$ cat config.mk
export PLATFORM = sky130hd
export DESIGN_NAME = dqnb_jobq
export DESIGN_NICKNAME = d
export VERILOG_FILES = /design/src/design/dqnb_pkg.sv /design/src/design/dqnb_jobq.sv
export SDC_FILE = /design/constraint.sdc
export NUM_CORES = 1
export LEC_CHECK = 0
export BUFFER_PORTS_ARGS = -buffer_cell sky130_fd_sc_hd__buf_2
export CAP_MARGIN = 40
export CORE_AREA = 3 3 137 113
export DETAILED_ROUTE_END_ITERATION = 6
export DIE_AREA = 0 0 140 116
export PLACE_DENSITY = 0.78
export SLEW_MARGIN = 20
export SYNTH_ARGS = -nofsm -noshare
export SYNTH_HDL_FRONTEND = slang
export SYNTH_SLANG_ARGS = --single-unit
$ cat constraint.sdc
create_clock -name clk -period 9.11 [get_ports clk]
set_input_delay 2.733 -clock clk [delete_from_list [all_inputs] [get_ports clk]]
set_output_delay 2.733 -clock clk [all_outputs]
set_load 0.03 [all_outputs]
$ cat src/design/dqnb_pkg.sv
// shared constants and types for the dns query name blocker
`default_nettype none
package dqnb_pkg;

  localparam int ENTRIES_DEF  = 1024;
  localparam int NAME_MAX_DEF = 256;
  localparam int HDR_LEN      = 12;
  localparam int HDR_PW       = 4;

  localparam logic [7:0] FLAGS_HI = 8'h81;
  localparam logic [7:0] FLAGS_LO = 8'h83;
  localparam logic [7:0] DOT_CHAR = 8'h2e;

  localparam logic OP_LOAD  = 1'b0;
  localparam logic OP_QUERY = 1'b1;

  localparam logic KIND_REPLY   = 1'b0;
  localparam logic KIND_FORWARD = 1'b1;

  typedef struct packed {
    logic                          blocked;
    logic [HDR_LEN-1:0][7:0]       hdr;
  } job_t;

endpackage
`default_nettype wire

$ cat src/design/dqnb_jobq.sv
// two-entry verdict queue between front and back
`default_nettype none
module dqnb_jobq import dqnb_pkg::*; (
  input  wire logic clk,
  input  wire logic rst_n,
  input  wire logic push,
  input  job_t      wdata,
  output logic      full,
  input  wire logic pop,
  output job_t      rdata,
  output logic      empty
);

  job_t       mem_r [2];
  logic       wp_r, rp_r;
  logic [1:0] cnt_r;

  assign full  = (cnt_r == 2'd2);
  assign empty = (cnt_r == 2'd0);
  assign rdata = mem_r[rp_r];

  always_ff @(posedge clk) begin
    if (push && !full) mem_r[wp_r] <= wdata;
  end

  always_ff @(posedge clk) begin
    if (!rst_n) begin
      wp_r  <= 1'b0;
      rp_r  <= 1'b0;
      cnt_r <= '0;
    end else begin
      if (push && !full) wp_r <= ~wp_r;
      if (pop && !empty) rp_r <= ~rp_r;
      cnt_r <= cnt_r + 2'(push && !full) - 2'(pop && !empty);
    end
  end

endmodule
`default_nettype wire

==> impl_metrics.ini, run 1 <==
[setup_path]
start_kind = flip-flop
crit_required_ns = 6.38
r2r-end = mem_r[1][3]
r2r_slack_ns = 6.97
max_stage_delay_ns = 0.81
crit_arrival_ns = 2.59
cp_slowest_cell = dfxtp_4
crit_type = reg2out
path_max_fanout = 51
reg2reg_depth = 4
r2r-start = cnt_r[0]
worstSetupEndpointType = primary output
worstPathCellList = buf_4, mux2_2, buf_2

[synth]
netlist_instances = 327
ys_warn_count = 0
syn-num-nets = 430
synth_area_mm2 = 0.007352
synthFlopType = edfxtp_1
ys_seq_area_share_pct = 80.60
synth_area_leaders = edfxtp_1 (79%), mux2_2 (10%), mux2_4 (6.1%), dfxtp_1 (1.4%), buf_6 (0.77%)
yosysTopAreaCellShare_pct = 79.24
avgSynthCellArea_um2 = 22.48
synthTopCellsByCount = edfxtp_1 (194), mux2_2 (67), mux2_4 (30)
ys_async_sr_fraction_pct = 0
synth_top_area_cell = edfxtp_1
ys_types = 17
ys_ff_latch = 199
synth.most_common_cell = edfxtp_1
synth_edf_count = 194

[pwr]
p_sw_mw = 0.8603
irDropWorstVdd_mv = 0.1901
power.share.clock_pct = 27.7
p_seq_share_pct = 43.7
combinationalPowerShare_pct = 28.6
switching_share_pct = 31.13
p_total_mw = 2.763
leakagePower_nw = 3.508
p_int_mw = 1.903
powerDensity_mw_per_mm2 = 299.9

[clock_network]
ctsRootBufferMaster = clkbuf_16
post_cts_resized = 0
clk_latency_ns = 0.42
hold_buffers = 0
cts_sinks = 199
cts_buffers = 17
tritoncts = done
clk_path_buf_depth = 2
cts.reportedPaths.clkPinSlew_ns = 0.07
post_cts_buffers = 0
htree_num_levels = 4

[route]
drc = 0
wl_met3_um = 1158
wl_um = 13440
wl_met2_um = 6610
post_drt_wl_per_cell_um = 18.24
drtIter0Drc = 214
drt-pass1-iter-count = 4
post_drt_via_cell_ratio = 5.015
m1WireLength_um = 5484
top_layer = met5
vias = 3696
final_antenna_net_count = 0

[status]
status = complete, no violations

[finish]
fin_nets = 643
drive_above_1_share_pct = 59.67
syn_to_final_growth_pct = 25.32
diodes = 0

[hold_path]
hp-start = wp_r
hold_class = reg2reg
worstHoldPathCells = 2
min_to = wp_r

[floorplanning]
fp-row-count = 39
die_x_um = 140
io_pins = 200
core_area_mm2 = 0.01415
die_area_mm2 = 0.01624
initial_core_util_pct = 51.95
die_y_um = 116

[place]
io_buffers = 199
dp_hpwl_um = 9083
gp_congestion = 0.7401

[sta]
finalCritPeriodShare_pct = 58.39
worst_pin_slew_ns = 0.7452
slew_headroom_pct = 50.32
rsz0062_at_grt = false
setup_tns_ns = 0
clock.fmax_mhz = 188.0
finClkSkew_ns = 0.007332
fin_crit_ns = 5.319
slew_violations = 0
hold_viol_final = 0
setup_viol = 0

[run]
drv_cap = 0

[global_route]
grt_pass1_vias = 3928
overflow = 0
antenna_found_initial = 1
grt_pass1_wl_um = 20300
grt_max_degree = 63
grt_usage_pct = 16.52
## critical path, delay by kind of cell, from the launching register on
kind / cells / cell delay (ns)
flip-flops: 1 / 0.81
buffers and inverters: 2 / 0.91
multiplexers: 1 / 0.43
## power by group through the flow
| stage | registers, mW | clock network [mW] | logic (mW) |
|---|---|---|---|
| floorplan | 1.21 | 0 | 0.611 |
| global placement | 1.22 | 0 | 0.769 |
| detailed placement | 1.23 | 0 | 0.787 |
| CTS | 1.21 | 0.784 | 0.790 |
| global route | 1.22 | 0.818 | 0.834 |
| finish | 1.21 | 0.766 | 0.789 |
## placed cells by master, fill, tap and decap left out, drive strengths merged, types with 3 or more instances in the layout
cell / instances
mux2: 97
dfxtp: 5
xnor2: 3
bufinv: 4
clkinv: 7
clkbuf: 18
buf: 205
edfxtp: 194
inv: 4
## stage by stage
step / hold WS [ns] / instance area [um^2] / instances / setup WS (ns) / util, %
final: 0.5561 / 9214 / 737 / 3.791 / 65.11
after global routing: 0.5915 / 9214 / 737 / 3.619 / 65.11
after CTS: 0.5514 / 9159 / 735 / 3.705 / 64.72
after detailed placement: 0.5359 / 8551 / 703 / 4.169 / 60.42
after global placement: 0.5129 / 8531 / 702 / 4.072 / 60.28
after floorplan: 0.4549 / 7352 / 327 / 1.692 / -
## layout make-up
cell class	instances	area, um^2
sequential	199	5929
fill	1009	4937
multi-input combinational	115	1345
timing repair buffer	205	1094
clock buffer	18	429.2
tap	184	230.2
clock inverter	14	178.9
inverter	2	7.507
## cell families after synthesis
| logic type | after synthesis | share of synthesized area [%] |
|---|---|---|
| buf+inv | 13 | 1.276 |
| mux | 98 | 16.52 |
| compound gates | 1 | 0.1021 |
| fa+ha+maj | 2 | 0.3403 |
| simple gates | 11 | 0.7999 |
| xor+xnor | 3 | 0.3575 |
| flops | 199 | 80.60 |
## worst max-delay path by stage
stage                     startpoint           end  slack [ns]  depth (start not counted)
final                      flip-flop      rdata[3]        3.79                          3
after global placement          push  mem_r[0][93]        4.07                          4
after CTS                  flip-flop     rdata[49]        3.70                          3
after global routing       flip-flop      rdata[3]        3.62                          3
after floorplan                 push   mem_r[0][0]        1.69                          2
after detailed placement   flip-flop     rdata[49]        4.17                          3
## flip-flops by register name, indices dropped and copies added (netlist names), named ones only
register,flops
mem_r,194
rp_r,1
wp_r,1
cnt_r,2
## layer usage
metal	global-route usage [%]	vias to the layer above
met5	0	-
met4	5.810	2
met3	7.013	19
met2	27.43	142
met1	19.66	1822
li1	-	1711
No activity file was read; power rests on OpenSTA's default activity.
==> run 2, diff against run 1 <==
- clock period: 9.11 -> 5.6 ns (I/O delays scaled with it)
==> run 2 against run 1 <==
Routed wire length fell by 0.51%; global-route usage up 0.14 points; first-iteration DRC count is 7.9% lower; sequential share of layout area is 0.087 points lower; count of clock-buffer cells in the layout did not move; via count grew 0.89%; total power increased by 64%; worst setup slack worse by 2.2 ns; sequential power grew 62%; largest power group unchanged.
==> impl_metrics.ini, run 2 (synthesized netlist as in run 1, its figures left out) <==
[floorplanning]
fp-row-count = 39
core_area_mm2 = 0.01415
io_pins = 200
die_x_um = 140
die_y_um = 116
initial_core_util_pct = 51.95
die_area_mm2 = 0.01624

[route]
wl_um = 13380
drt-pass1-iter-count = 4
post_drt_via_cell_ratio = 5.053
drc = 0
post_drt_wl_per_cell_um = 18.12
vias = 3729
drtIter0Drc = 197
final_antenna_net_count = 0

[setup_path]
reg2reg_depth = 4
crit_end = rdata[5]
r2r-start = cnt_r[0]
crit_arrival_ns = 2.28
path_max_fanout = 35
crit_type = reg2out
crit_required_ns = 3.92
r2r_slack_ns = 3.55
start_kind = flip-flop
r2r-end = mem_r[1][26]
worstSetupEndpointType = primary output

[clock_network]
htree_num_levels = 4
cts_sinks = 199
cts.reportedPaths.clkPinSlew_ns = 0.06
clk_path_buf_depth = 2
ctsRootBufferMaster = clkbuf_16
hold_buffers = 0
clk_latency_ns = 0.42
post_cts_buffers = 0
post_cts_resized = 0
tritoncts = done
cts_buffers = 17

[place]
dp_slack_ns = 2.056
dp_hpwl_um = 9164
post_dp_cell_area_mm2 = 0.008593
gp_congestion = 0.7860
io_buffers = 199

[finish]
top_regs = mem_r: 194 flops, cnt_r: 2 flops
drive_above_1_share_pct = 60.47
top_register = mem_r
largest_register_ffs = 194
layout_commonest_cell = buf_2
fin_nets = 644
mostFrequentLayoutCells = buf_2 (199), edfxtp_1 (194), mux2_2 (67)
design_area_mm2 = 0.009226
syn_to_final_growth_pct = 25.49
fin_util_pct = 65.20
diodes = 0
nFillCells = 1013

[global_route]
antenna_found_initial = 0
overflow = 0
grt_max_degree = 53
grt_pass1_wl_um = 20440
grt_pass1_vias = 3857
grt_usage_pct = 16.65

[sta]
rsz0062_at_grt = false
slew_headroom_pct = 52.62
slew_violations = 0
fin_crit_ns = 3.963
worst_pin_slew_ns = 0.7107
hold_viol_final = 0
finClkSkew_ns = 0.007749
setup_viol = 0
finalCritPeriodShare_pct = 70.77
setup_tns_ns = 0
clock.fmax_mhz = 252.3
setup_slack_ns = 1.637

[pwr]
irDropWorstVdd_mv = 0.3486
leakagePower_nw = 3.528
powerDensity_mw_per_mm2 = 490.5

[run]
drv_cap = 0

[status]
status = complete, no violations

[hold_path]
hold_class = reg2reg
-- run 2: worst min path at each step --
| stage | slack [ns] | cells past startpoint | end | from |
|---|---|---|---|---|
| after floorplan | 0.47 | 2 | wp_r | wp_r |
| after global placement | 0.51 | 2 | wp_r | wp_r |
| after detailed placement | 0.53 | 2 | wp_r | wp_r |
| after CTS | 0.55 | 2 | flip-flop | rp_r |
| after global routing | 0.58 | 2 | wp_r | wp_r |
| final | 0.54 | 2 | flip-flop | rp_r |
-- run 2: worst max-delay path, cell delays in order (launching register included) --
cell	delay [ns]
dfxtp_4	0.69
buf_12	0.31
buf_4	0.29
mux2_2	0.37
buf_2	0.18
-- run 2: area by class of cell --
| type | count | area, um^2 | area share, % |
|---|---|---|---|
| Clock buffer | 18 | 429.2 | 4.651 |
| Clock inverter | 14 | 203.9 | 2.210 |
| Inverter | 2 | 7.507 | 0.08137 |
| Multi-Input combinational cell | 115 | 1345 | 14.58 |
| Sequential cell | 199 | 5929 | 64.27 |
| Tap cell | 184 | 230.2 | 2.495 |
| Timing Repair Buffer | 206 | 1081 | 11.72 |
-- run 2: metal layers --
metal	global-route usage [%]	vias up	share of wire, %
met4	4.261	0	0.43
met5	0	-	0
met3	7.219	6	9.9
met2	26.63	164	49
met1	21.32	1840	40
li1	-	1719	-
-- run 2: power by group --
part	switching, mW	internal, mW
Combinational	0.805	0.477
Clock	0.496	0.790
Sequential	0.0866	1.87
Total	1.39	3.14
-- run 2: per-stage QoR --
stage	std cells	power (mW)	hold WS (ns)
after floorplan	327	2.946	0.4660
final	738	4.525	0.5426
after detailed placement	706	3.285	0.5255
after CTS	738	4.575	0.5487
after global routing	738	4.706	0.5773
after global placement	704	3.241	0.5057
==> run 3, diff against run 2 <==
- CORE_AREA: 3 3 137 113 -> 3 3 144 118
- DIE_AREA: 0 0 140 116 -> 0 0 147 121
- PLACE_DENSITY: 0.78 -> 0.75
- clock period: 5.6 -> 3.6 ns (I/O delays scaled with it)
==> run 3 against run 2 <==
Sequential cell count unchanged; final cell count up 4.1%; core utilization down 6.5 points; critical path type unchanged; highest routed layer is now met5.
==> impl_metrics.ini, run 3 (synthesized netlist as in run 1, its figures left out) <==
[sta]
finClkSkew_ns = 0.004832
slew_headroom_pct = 53.59
rsz0062_at_grt = false
finalCritPeriodShare_pct = 86.70
slew_violations = 0
clock.fmax_mhz = 320.4
fin_crit_ns = 3.121
hold_viol_final = 0
setup_viol = 0
worst_pin_slew_ns = 0.6961
setup_tns_ns = 0

[global_route]
grt_max_degree = 58
grt_usage_pct = 14.90
antenna_found_initial = 2
grt_pass1_wl_um = 20350
grt_pass1_vias = 3946
overflow = 0

[clock_network]
clk_path_buf_depth = 2
ctsRootBufferMaster = clkbuf_16
cts_sinks = 199
clk_latency_ns = 0.41
htree_num_levels = 4
post_cts_buffers = 0
hold_buffers = 0
tritoncts = done
cts_buffers = 17
cts.reportedPaths.clkPinSlew_ns = 0.07
post_cts_resized = 0

[hold_path]
hold_class = reg2reg
worstHoldPathCells = 2

[setup_path]
crit_required_ns = 2.52
path_max_fanout = 30
reg2reg_depth = 4
crit_type = reg2out
crit_arrival_ns = 2.04
worstSetupEndpointType = primary output
start_kind = flip-flop

[floorplanning]
core_area_mm2 = 0.01570
die_y_um = 121
die_x_um = 147
initial_core_util_pct = 46.84
io_pins = 200
die_area_mm2 = 0.01779
fp-row-count = 41

[finish]
layout_commonest_cell = buf_2
fin_nets = 643
top_regs = mem_r: 194 flops, cnt_r: 2 flops
top_register = mem_r
fin_util_pct = 58.74
largest_register_ffs = 194
nFillCells = 1239
syn_to_final_growth_pct = 25.43
mostFrequentLayoutCells = buf_2 (199), edfxtp_1 (194), mux2_2 (67)
drive_above_1_share_pct = 60.87

[pwr]
powerDensity_mw_per_mm2 = 750.7
irDropWorstVdd_mv = 0.3900
leakagePower_nw = 3.496
p_total_mw = 6.922

[status]
status = complete, no violations

[route]
post_drt_wl_per_cell_um = 17.20
drc = 0
wl_um = 13210
drt-pass1-iter-count = 4
drtIter0Drc = 182
post_drt_via_cell_ratio = 4.820
vias = 3702
final_antenna_net_count = 0

[place]
dp_hpwl_um = 9087
io_buffers = 199
gp_congestion = 0.7403

[run]
drv_cap = 0
## run 3: cell types whose count changed in the layout (fill, tap and decap cells not counted)
cell        previous run  this run
inv_6                  2         3
buf_4                  5         4
clkinvlp_4             0         2
clkinv_1               2         0
clkinv_2               4         2
bufinv_16              5         3
buf_12                 1         2
buf_16                 1         0
clkbuf_1               1         0
clkinv_4               1         4
diode_2                0         1
## run 3: routing by layer
layer	vias up	track usage, %	share of wire, %
met5	-	0	0.053
met4	2	5.122	1.5
met3	16	7.020	9.9
met2	155	23.97	48
met1	1813	17.83	40
li1	1716	-	-
## run 3: cell type report
cell class / instances / area, um^2 / share of cell area, %
sequential: 199 / 5929 / 64.30
multi-input combinational: 115 / 1345 / 14.59
timing repair buffer: 205 / 1066 / 11.56
clock buffer: 17 / 425.4 / 4.613
tap: 215 / 269.0 / 2.917
clock inverter: 14 / 176.4 / 1.913
inverter: 2 / 7.507 / 0.08141
antenna: 1 / 2.502 / 0.02714
## run 3: final timing paths
check	slack [ns]	from	endpoint
min reg2reg	0.53	wp_r	wp_r
max	0.48	flip-flop	rdata[1]
min	0.53	wp_r	wp_r
max reg2reg	1.82	cnt_r[0]	mem_r[0][87]
## run 3: power by group
group | switching, mW | internal (mW) | total (mW)
Sequential | 0.121 | 2.91 | 3.03
Clock | 0.800 | 1.10 | 1.90
Combinational | 1.26 | 0.735 | 1.99
## run 3: worst max-delay path, stage by stage, from the launching register on
cell     delay (ns)
dfxtp_4        0.64
buf_4          0.40
mux2_2         0.39
buf_2          0.18
## run 3: stage by stage
step | instances | instance area [um^2] | setup WS, ns | hold WS (ns)
2_1_floorplan | 327 | 7361 | 0.5408 | 0.4880
3_3_place_gp | 736 | 8617 | 0.9223 | 0.5090
3_5_place_dp | 736 | 8617 | 0.8908 | 0.5215
4_1_cts | 767 | 9219 | 0.4299 | 0.5335
5_1_grt | 768 | 9221 | 0.3590 | 0.5546
6_report | 768 | 9221 | 0.4788 | 0.5325
