### config.mk
export PLATFORM = sky130hd
export DESIGN_NAME = dqnb_back
export DESIGN_NICKNAME = d
export VERILOG_FILES = /design/src/design/dqnb_pkg.sv /design/src/design/dqnb_back.sv
export SDC_FILE = /design/constraint.sdc
export NUM_CORES = 1
export LEC_CHECK = 0
export ABC_AREA = 1
export BUFFER_PORTS_ARGS = -buffer_cell sky130_fd_sc_hd__buf_2
export CORE_ASPECT_RATIO = 0.7
export CORE_MARGIN = 2
export CORE_UTILIZATION = 37
export DETAILED_ROUTE_END_ITERATION = 6
export PLACE_DENSITY = 0.6
export SLEW_MARGIN = 10
export SYNTH_ARGS = -nofsm -noshare
export SYNTH_HDL_FRONTEND = slang
export SYNTH_SLANG_ARGS = --single-unit
### constraint.sdc
create_clock -name clk -period 12.4 [get_ports clk]
set_input_delay 2.48 -clock clk [delete_from_list [all_inputs] [get_ports clk]]
set_output_delay 2.48 -clock clk [all_outputs]
set_load 0.005 [all_outputs]
### src/design/dqnb_pkg.sv
// shared constants and types for the dns query name blocker
`default_nettype none
package dqnb_pkg;

  localparam int ENTRIES_DEF  = 1024;
  localparam int NAME_MAX_DEF = 256;
  localparam int HDR_LEN      = 12;
  localparam int HDR_PW       = 4;

  localparam logic [7:0] FLAGS_HI = 8'h81;
  localparam logic [7:0] FLAGS_LO = 8'h83;
  localparam logic [7:0] DOT_CHAR = 8'h2e;

  localparam logic OP_LOAD  = 1'b0;
  localparam logic OP_QUERY = 1'b1;

  localparam logic KIND_REPLY   = 1'b0;
  localparam logic KIND_FORWARD = 1'b1;

  typedef struct packed {
    logic                          blocked;
    logic [HDR_LEN-1:0][7:0]       hdr;
  } job_t;

endpackage
`default_nettype wire

### src/design/dqnb_back.sv
// back end: turns verdicts into reply bytes or a forward verdict
`default_nettype none
module dqnb_back import dqnb_pkg::*; (
  input  wire logic       clk,
  input  wire logic       rst_n,
  input  job_t            job,
  input  wire logic       job_empty,
  output logic            job_pop,
  output logic            out_empty,
  input  wire logic       out_pop,
  output logic            out_kind,
  output logic [7:0]      out_reply_byte,
  output logic            out_final_res
);

  job_t              cur_r;
  logic              busy_r, vld_r;
  logic [HDR_PW-1:0] idx_r;
  logic              adv, fin;
  logic [7:0]        byte_sel;

  assign out_empty = !vld_r;
  assign job_pop   = !busy_r && !job_empty;
  assign adv       = busy_r && (!vld_r || out_pop);
  assign fin       = !cur_r.blocked || (idx_r == HDR_PW'(HDR_LEN - 1));

  always_comb begin
    byte_sel = cur_r.hdr[idx_r];
    if (idx_r == HDR_PW'(2)) byte_sel = FLAGS_HI;
    if (idx_r == HDR_PW'(3)) byte_sel = FLAGS_LO;
  end

  always_ff @(posedge clk) begin
    if (job_pop) cur_r <= job;
    if (adv) begin
      out_kind       <= cur_r.blocked ? KIND_REPLY : KIND_FORWARD;
      out_reply_byte <= cur_r.blocked ? byte_sel : 8'd0;
      out_final_res  <= fin;
    end
  end

  always_ff @(posedge clk) begin
    if (!rst_n) begin
      busy_r <= 1'b0;
      vld_r  <= 1'b0;
      idx_r  <= '0;
    end else begin
      if (job_pop) begin
        busy_r <= 1'b1;
        idx_r  <= '0;
      end
      if (adv) begin
        vld_r <= 1'b1;
        idx_r <= idx_r + HDR_PW'(1);
        if (fin) busy_r <= 1'b0;
      end else if (out_pop) begin
        vld_r <= 1'b0;
      end
    end
  end

endmodule
`default_nettype wire
==> metrics.cfg, run 1 <==
[global_routing]
overflow = 0
met3_usage = 0.0585
antenna_found_initial = 0
globalRouteMet2Util = 0.235
grt_pass1_wl_um = 15800
grt_pass1_vias = 2995
grt_max_degree = 52
grt_busiest_layer = met1
gr-usage-met1 = 0.238
track_usage = 0.166

[power]
irDropWorstVdd_mv = 0.0924
p_per_area_mw_per_mm2 = 172
power_mw = 0.989
p_leak_nw = 2.37

[clocking]
cts_made_buffers = 17
numClockSinks = 113
root_buffer = clkbuf_16
cts_max_path_buffers = 2
insertion_delay_ns = 0.40
hold_buffers = 0
cts_tree = built
cts_setup_buffers = 0
post_cts_resize_count = 0
htree_levels = 4
clkSlewWorstSetupHoldPaths_ns = 0.05

[cells_and_area]
final_net_count = 589
area_growth_pct = 28.6
drive_gt1_frac = 0.293
antenna_cells = 0
final_common_cell = buf_2
final_cell_mix = buf_2 (112), edfxtp_1 (107), nand2_1 (66)

[synthesis]
yosysWarnings = 0
synth_fp_nets = 470
synth_area_mm2 = 0.00447
seq_area_frac_synth = 0.746
syn_avg_cell_area_um2 = 12.2
synth_cell_types = 18
ys_ff_latch = 113
synthCells = 367

[floorplan]
die_y_um = 95.9
io_pins = 113
core_area_mm2 = 0.0117
die_x_um = 135
die-area_mm2 = 0.0130
initial_core_util = 0.381
rows = 33

[drt]
firstDrtPassIters = 4
via_per_inst = 4.72
finalWirelength_um = 10100
vias = 3097
wl_per_cell_um = 15.4
route.detailed.drc = 0
drt_iter0_markers = 271
postRouteAntennaNets = 0

[timing]
setup_violations = 0
hold_viol_final = 0
final_max_slew_viol_count = 0
fin_setup_tns_ns = 0
tightest_slew_ns = 0.900
max_slew_margin = 0.400
period_share = 0.476
skew_ns = 0.00786
fin_crit_ns = 5.91
fmax_ghz = 0.169
rsz0062_at_grt = false

[place]
dp_hpwl_um = 6580
gp_congestion = 0.724
port_buffers = 112

[worst_setup_path]
worst-r2r-cell-count = 6
cp_max_fo = 51
cp-startpoint = job_empty
endpoint_kind = primary output
crit_arrival_ns = 3.43
crit_type = in2out
required_ns = 9.92
reg2reg_from = busy_r
cp-start-kind = input pin
r2r_slack_ns = 10.23
r2r_end = idx_r[0]

[worst_hold_path]
min_path_type = reg2reg
min_to = idx_r[2]
min-delay-start = idx_r[2]
hold_depth = 1

[flow_run]
drv_cap = 0

[outcome]
run_status = complete, no violations

## kinds of logic after synthesis
family,count (synthesis),synth area share
buffers and inverters,47,0.0448
AND/OR/NAND/NOR,136,0.120
adder cells (fa/ha/maj),2,0.00560
flip-flops,113,0.746
AO/OA/AOI/OAI,69,0.0829
## power breakdown
part | internal, mW | switching, mW | total, mW
Combinational | 0.0267 | 0.0471 | 0.0737
Sequential | 0.447 | 0.00622 | 0.454
Clock | 0.304 | 0.157 | 0.462
## how the worst max path moves through the flow
stage	depth (start not counted)	to
2_1_floorplan	1	job_pop
4_1_cts	4	job_pop
5_1_grt	4	job_pop
3_3_place_gp	4	job_pop
6_report	4	job_pop
3_5_place_dp	4	job_pop
## worst max-delay path: stages
cell	delay [ns]
buf_2	0.11
nor2_4	0.06
buf_4	0.51
buf_2	0.23
## through the flow
step / cell area, µm² / setup slack, ns / hold slack [ns] / std cells / utilization
CTS: 5740 / 6.47 / 0.497 / 656 / 0.490
global placement: 5180 / 6.49 / 0.474 / 624 / 0.442
floorplan: 4470 / 3.25 / 0.452 / 367 / -
finish: 5740 / 6.49 / 0.496 / 656 / 0.490
global route: 5740 / 6.42 / 0.535 / 656 / 0.490
detailed placement: 5180 / 6.47 / 0.485 / 624 / 0.442
## metal layers
metal	vias to the layer above	wire length (µm)	share of wire
met5	-	0	0
met4	0	82	0.0081
met3	8	828	0.082
met2	118	4220	0.42
met1	1446	4980	0.49
li1	1525	-	-
## state kept, by name, indices dropped and copies added (netlist names)
signal          cells
out_kind            1
cur_r              97
out_final_res       1
vld_r               1
idx_r               4
out_reply_byte      8
busy_r              1
## layout make-up
| cell class | instances | area (µm²) |
|---|---|---|
| timing repair buffer | 116 | 591 |
| fill | 1079 | 5990 |
| sequential | 113 | 3330 |
| multi-input combinational | 207 | 940 |
| inverter | 31 | 116 |
| tap | 157 | 196 |
| clock buffer | 25 | 475 |
| clock inverter | 7 | 87.6 |
## Yosys cell counts
master / number / area, µm²
edfxtp_1: 107 / 3210
nand2_1: 66 / 248
nor2_1: 50 / 188
inv_1: 30 / 113
o21ai_0: 25 / 125
o21ai_1: 20 / 100
nand3_1: 19 / 95.1
o22ai_1: 17 / 106
buf_2: 10 / 50.1
dfxtp_1: 6 / 120
a21oi_1: 5 / 25.0
buf_4: 3 / 22.5
clkbuf_1: 3 / 11.3
ha_1: 2 / 25.0
a211oi_1: 1 / 7.51
a31oi_1: 1 / 6.26
inv_2: 1 / 3.75
or2_2: 1 / 6.26
Note: power is estimated with default switching activity, not from simulation.
==> run 2: changes to the inputs <==
Clock period 12.4 ns to 5.5 ns, I/O delays scaled along.
==> run 2 against run 1 <==
Against the previous run: count of clock-buffer cells in the layout decreased by 6; register-to-register slack got worse by 7.5 ns; die area unchanged; global-route usage increased by 0.41 points; first-iteration DRC count increased by 16%; critical endpoint unchanged; highest routed layer unchanged.
==> metrics.cfg, run 2 (synthesis results as in run 1) <==
[outcome]
run_status = complete, no violations

[power]
swShare = 0.209
p_seq_frac = 0.450
p_leak_nw = 2.38
irDropWorstVdd_mv = 0.233
clock_power_share = 0.483
switching_power_mw = 0.480
p_per_area_mw_per_mm2 = 398
intPower_mw = 1.82
combPwrFrac = 0.067
power_mw = 2.29

[drt]
wl_per_cell_um = 15.7
firstDrtPassIters = 4
via_per_inst = 4.77
postRouteAntennaNets = 0
vias = 3119
drt_iter0_markers = 314
route.detailed.drc = 0
finalWirelength_um = 10300

[timing]
skew_ns = 0.0125
fin_setup_tns_ns = 0
rsz0062_at_grt = false
period_share = 0.583
tightest_slew_ns = 0.993
max_slew_margin = 0.338
setup_slack_ns = 2.29
fin_crit_ns = 3.21
hold_viol_final = 0
final_max_slew_viol_count = 0
setup_violations = 0
fmax_ghz = 0.312

[clocking]
cts_setup_buffers = 0
htree_levels = 4
hold_buffers = 0
insertion_delay_ns = 0.42
root_buffer = clkbuf_16
numClockSinks = 113
cts_max_path_buffers = 2
cts_tree = built
cts_made_buffers = 17
clkSlewWorstSetupHoldPaths_ns = 0.05
post_cts_resize_count = 0

[cells_and_area]
antenna_cells = 0
regMostFlops = cur_r
post-route-util = 0.491
nFillCells = 1053
final_cell_area_mm2 = 0.00576
area_growth_pct = 29.1
final_common_cell = buf_2
final_cell_mix = buf_2 (112), edfxtp_1 (107), nand2_1 (66)
top_regs = cur_r x97, out_reply_byte x8, idx_r x4
largest_reg_flops = 97
drive_gt1_frac = 0.294
final_net_count = 587

[worst_setup_path]
cp-start-kind = input pin
crit_type = in2out
cp_max_fo = 31
required_ns = 4.40
endpoint_kind = primary output
crit_arrival_ns = 2.11

[place]
gp_congestion = 0.752
place_ws_ns = 2.24
place_area_mm2 = 0.00516
dp_hpwl_um = 6770
port_buffers = 112

[global_routing]
overflow = 0
track_usage = 0.170
antenna_found_initial = 0
grt_max_degree = 72
grt_pass1_vias = 2988
grt_pass1_wl_um = 16000

[floorplan]
core_area_mm2 = 0.0117
die_x_um = 135
die_y_um = 95.9
rows = 33
io_pins = 113
initial_core_util = 0.381
die-area_mm2 = 0.0130

[flow_run]
drv_cap = 0

[worst_hold_path]
min_path_type = reg2reg

==> run 2: changes by cell type in the layout (fill, tap and decap cells not counted), sizes merged <==
cell      change
clkbuf        -6
buf           -2
bufinv        +2
clkinvlp      +1
clkinv        +3
==> run 2: per-layer routing <==
layer	share of wire	track usage	up-vias
li1	-	-	1525
met1	0.49	0.244	1442
met2	0.41	0.233	143
met3	0.086	0.0653	9
met4	0.011	0.0625	0
met5	0	0	-
==> run 2: worst paths after layout <==
kind / from / endpoint / slack (ns) / cells past startpoint
worst max register to register: idx_r[0] / out_reply_byte[7] / 2.69 / 6
worst min register to register: idx_r[2] / idx_r[2] / 0.50 / 1
worst min-delay path: idx_r[2] / idx_r[2] / 0.50 / 1
worst max-delay path: job_empty / job_pop / 2.29 / 3
==> run 2: layout make-up <==
class / instances / area [µm²] / area share
multi-input combinational: 207 / 940 / 0.163
clock inverter: 13 / 168 / 0.0291
tap: 157 / 196 / 0.0341
timing repair buffer: 114 / 576 / 0.0999
inverter: 31 / 116 / 0.0202
clock buffer: 19 / 433 / 0.0751
sequential: 113 / 3330 / 0.579
==> run 2: through the flow <==
stage / hold WS, ns / instances
finish: 0.504 / 654
global route: 0.524 / 654
CTS: 0.502 / 654
detailed placement: 0.493 / 622
floorplan: 0.452 / 367
global placement: 0.474 / 622
==> run 2: power by group through the flow <==
stage          combinational (mW)  clock [mW]  sequential [mW]
2_1_floorplan              0.0901           0             1.04
3_3_place_gp                0.151           0             1.05
3_5_place_dp                0.154           0             1.05
4_1_cts                     0.156        1.13             1.03
5_1_grt                     0.174        1.17             1.04
6_report                    0.153        1.11             1.03
==> run 2: critical path, cell delays in order <==
cell    delay (ns)
buf_2         0.12
nor2_4        0.63
buf_2         0.24
==> run 3: changes to the inputs <==
Settings changed: ABC_AREA 1 to 0, PLACE_DENSITY 0.6 to 0.63.
Clock period 5.5 ns to 2.9 ns, I/O delays scaled along.
==> run 3 against run 2 <==
Against the previous run: routed wire length down 10%; hold slack worse by 0.16 ns; setup slack worse by 1.5 ns; synthesized area fell by 2.9%; first-iteration DRC count shrank 54%; sequential cell count stayed put; die area shrank 2.8%; total power grew 82%; critical path type is now reg2reg; highest routed layer unchanged.
==> metrics.cfg, run 3 <==
[cells_and_area]
antenna_cells = 0
regMostFlops = cur_r
multiInputGateArea_um2 = 903
final_net_count = 450
final_cell_mix = buf_2 (112), edfxtp_1 (107), mux4_2 (20)
final_common_cell = buf_2
post-route-util = 0.489
fin_cells = 517
area_growth_pct = 30.3
final_cell_area_mm2 = 0.00565
drive_gt1_frac = 0.481
regArea_mm2 = 0.00334
largest_reg_flops = 97
top_regs = cur_r x97, out_reply_byte x8, idx_r x4
nFillCells = 1009

[drt]
wl_per_cell_um = 17.8
via_per_inst = 4.75
route.detailed.drc = 0
firstDrtPassIters = 4
finalWirelength_um = 9190
vias = 2458
drt_iter0_markers = 146
postRouteAntennaNets = 0

[global_routing]
grt_pass1_wl_um = 14100
antenna_found_initial = 0
grt_max_degree = 52
grt_pass1_vias = 2537
track_usage = 0.157
overflow = 0

[outcome]
run_status = complete, no violations

[floorplan]
die-area_mm2 = 0.0126
die_y_um = 94.6
io_pins = 113
die_x_um = 133
rows = 33
core_area_mm2 = 0.0116
initial_core_util = 0.375

[synthesis]
yosys.cell_count.top_type = edfxtp_1
yosysWarnings = 0
synth_edf_count = 107
ys.flop_type = edfxtp_1
ys_top_cells_by_count = edfxtp_1 (107), mux4_2 (20), mux2i_1 (11)
netlist.area_leader.share = 0.741
synthCells = 219
yosys-top-cells-area = edfxtp_1 (74%), mux4_2 (10%), dfxtp_1 (2.8%)
ys_ff_latch = 113
synth_fp_nets = 322
yosysTopAreaCell = edfxtp_1
synth_area_mm2 = 0.00434
syn_avg_cell_area_um2 = 19.8
seq_area_frac_synth = 0.769
synth_cell_types = 31
ys_async_sr_fraction = 0

[timing]
period_share = 0.737
fmax_ghz = 0.468
setup_slack_ns = 0.764
fin_crit_ns = 2.14
skew_ns = 0.00985
rsz0062_at_grt = false
fin_hold_ws_ns = 0.348
fin_setup_tns_ns = 0
final_max_slew_viol_count = 0
tightest_slew_ns = 0.681
max_slew_margin = 0.546
hold_viol_final = 0
setup_violations = 0

[place]
dpl.cell_count = 485
place_ws_ns = 0.721
port_buffers = 112
gp_congestion = 0.737
dp_hpwl_um = 6500
place_area_mm2 = 0.00508

[worst_setup_path]
reg2reg_from = idx_r[0]
r2r_end = out_reply_byte[7]
path_cells = buf_4 > mux4_1 > nor3_1 > or3_1 > a21oi_1
critPathMaxStageDelay_ns = 0.66
cp_max_fo = 17
r2r_slack_ns = 0.76
cp-startpoint = idx_r[0]
crit_arrival_ns = 2.29
worst-r2r-cell-count = 5
crit_type = reg2reg
cp_slowest_cell = dfxtp_2
critical_path.endpoint = out_reply_byte[7]
required_ns = 3.05
cp-start-kind = flip-flop
endpoint_kind = flip-flop

[clocking]
cts_max_path_buffers = 2
hold_buffers = 0
insertion_delay_ns = 0.40
cts_tree = built
htree_levels = 4
post_cts_resize_count = 0
clkSlewWorstSetupHoldPaths_ns = 0.05
cts_made_buffers = 17
numClockSinks = 113
root_buffer = clkbuf_16
cts_setup_buffers = 0

[power]
p_per_area_mw_per_mm2 = 741
power_mw = 4.19
p_leak_nw = 2.14
irDropWorstVdd_mv = 0.430

[flow_run]
drv_cap = 0

[worst_hold_path]
min_path_type = in2reg

-- run 3: how the worst min path moves through the flow --
stage | from | end | slack (ns) | depth (start not counted)
floorplan | vld_r | vld_r | 0.50 | 2
finish | job[63] | cur_r[63] | 0.35 | 1
CTS | job[34] | cur_r[34] | 0.33 | 1
detailed placement | vld_r | vld_r | 0.55 | 2
global placement | vld_r | vld_r | 0.55 | 2
global route | job[34] | cur_r[34] | 0.33 | 1
-- run 3: final cells by class --
class                           instances  share of cell area
Multi-Input combinational cell         86               0.160
Clock buffer                           18              0.0760
Timing Repair Buffer                  117               0.106
Tap cell                              157              0.0348
Inverter                               12             0.00798
Clock inverter                         14              0.0248
Sequential cell                       113               0.591
-- run 3: report_power, final --
| group | internal (mW) | leakage [nW] | total (mW) | switching (mW) |
|---|---|---|---|---|
| combinational | 0.129 | 0.800 | 0.256 | 0.127 |
| sequential | 1.91 | 1.07 | 1.95 | 0.0420 |
| clock | 1.26 | 0.272 | 1.98 | 0.721 |
| total | 3.30 | 2.14 | 4.19 | 0.890 |
-- run 3: cells by family (layout without fill, tap and decap cells) --
group / Yosys count / in the layout / share of synthesized area
flip-flops: 113 / 113 / 0.769
multiplexers: 33 / 33 / 0.138
AND/OR/NAND/NOR: 29 / 29 / 0.0309
AO/OA/AOI/OAI: 21 / 21 / 0.0300
buffers and inverters: 20 / 161 / 0.0245
adder cells (fa/ha/maj): 2 / 2 / 0.00577
XOR/XNOR: 1 / 1 / 0.00202
-- run 3: worst max-delay path, delay by kind of cell (launching register included) --
| family | cells | cell delay (ns) |
|---|---|---|
| compound gates | 1 | 0.05 |
| buf+inv | 1 | 0.31 |
| flops | 1 | 0.66 |
| mux | 1 | 0.57 |
| simple gates | 2 | 0.29 |
-- run 3: layer usage --
metal  wire, µm  vias to the layer above  track usage
met5          0                        -            0
met4         31                        0       0.0665
met3        573                        2       0.0596
met2       4080                       85        0.221
met1       4500                     1226        0.218
li1           -                     1145            -
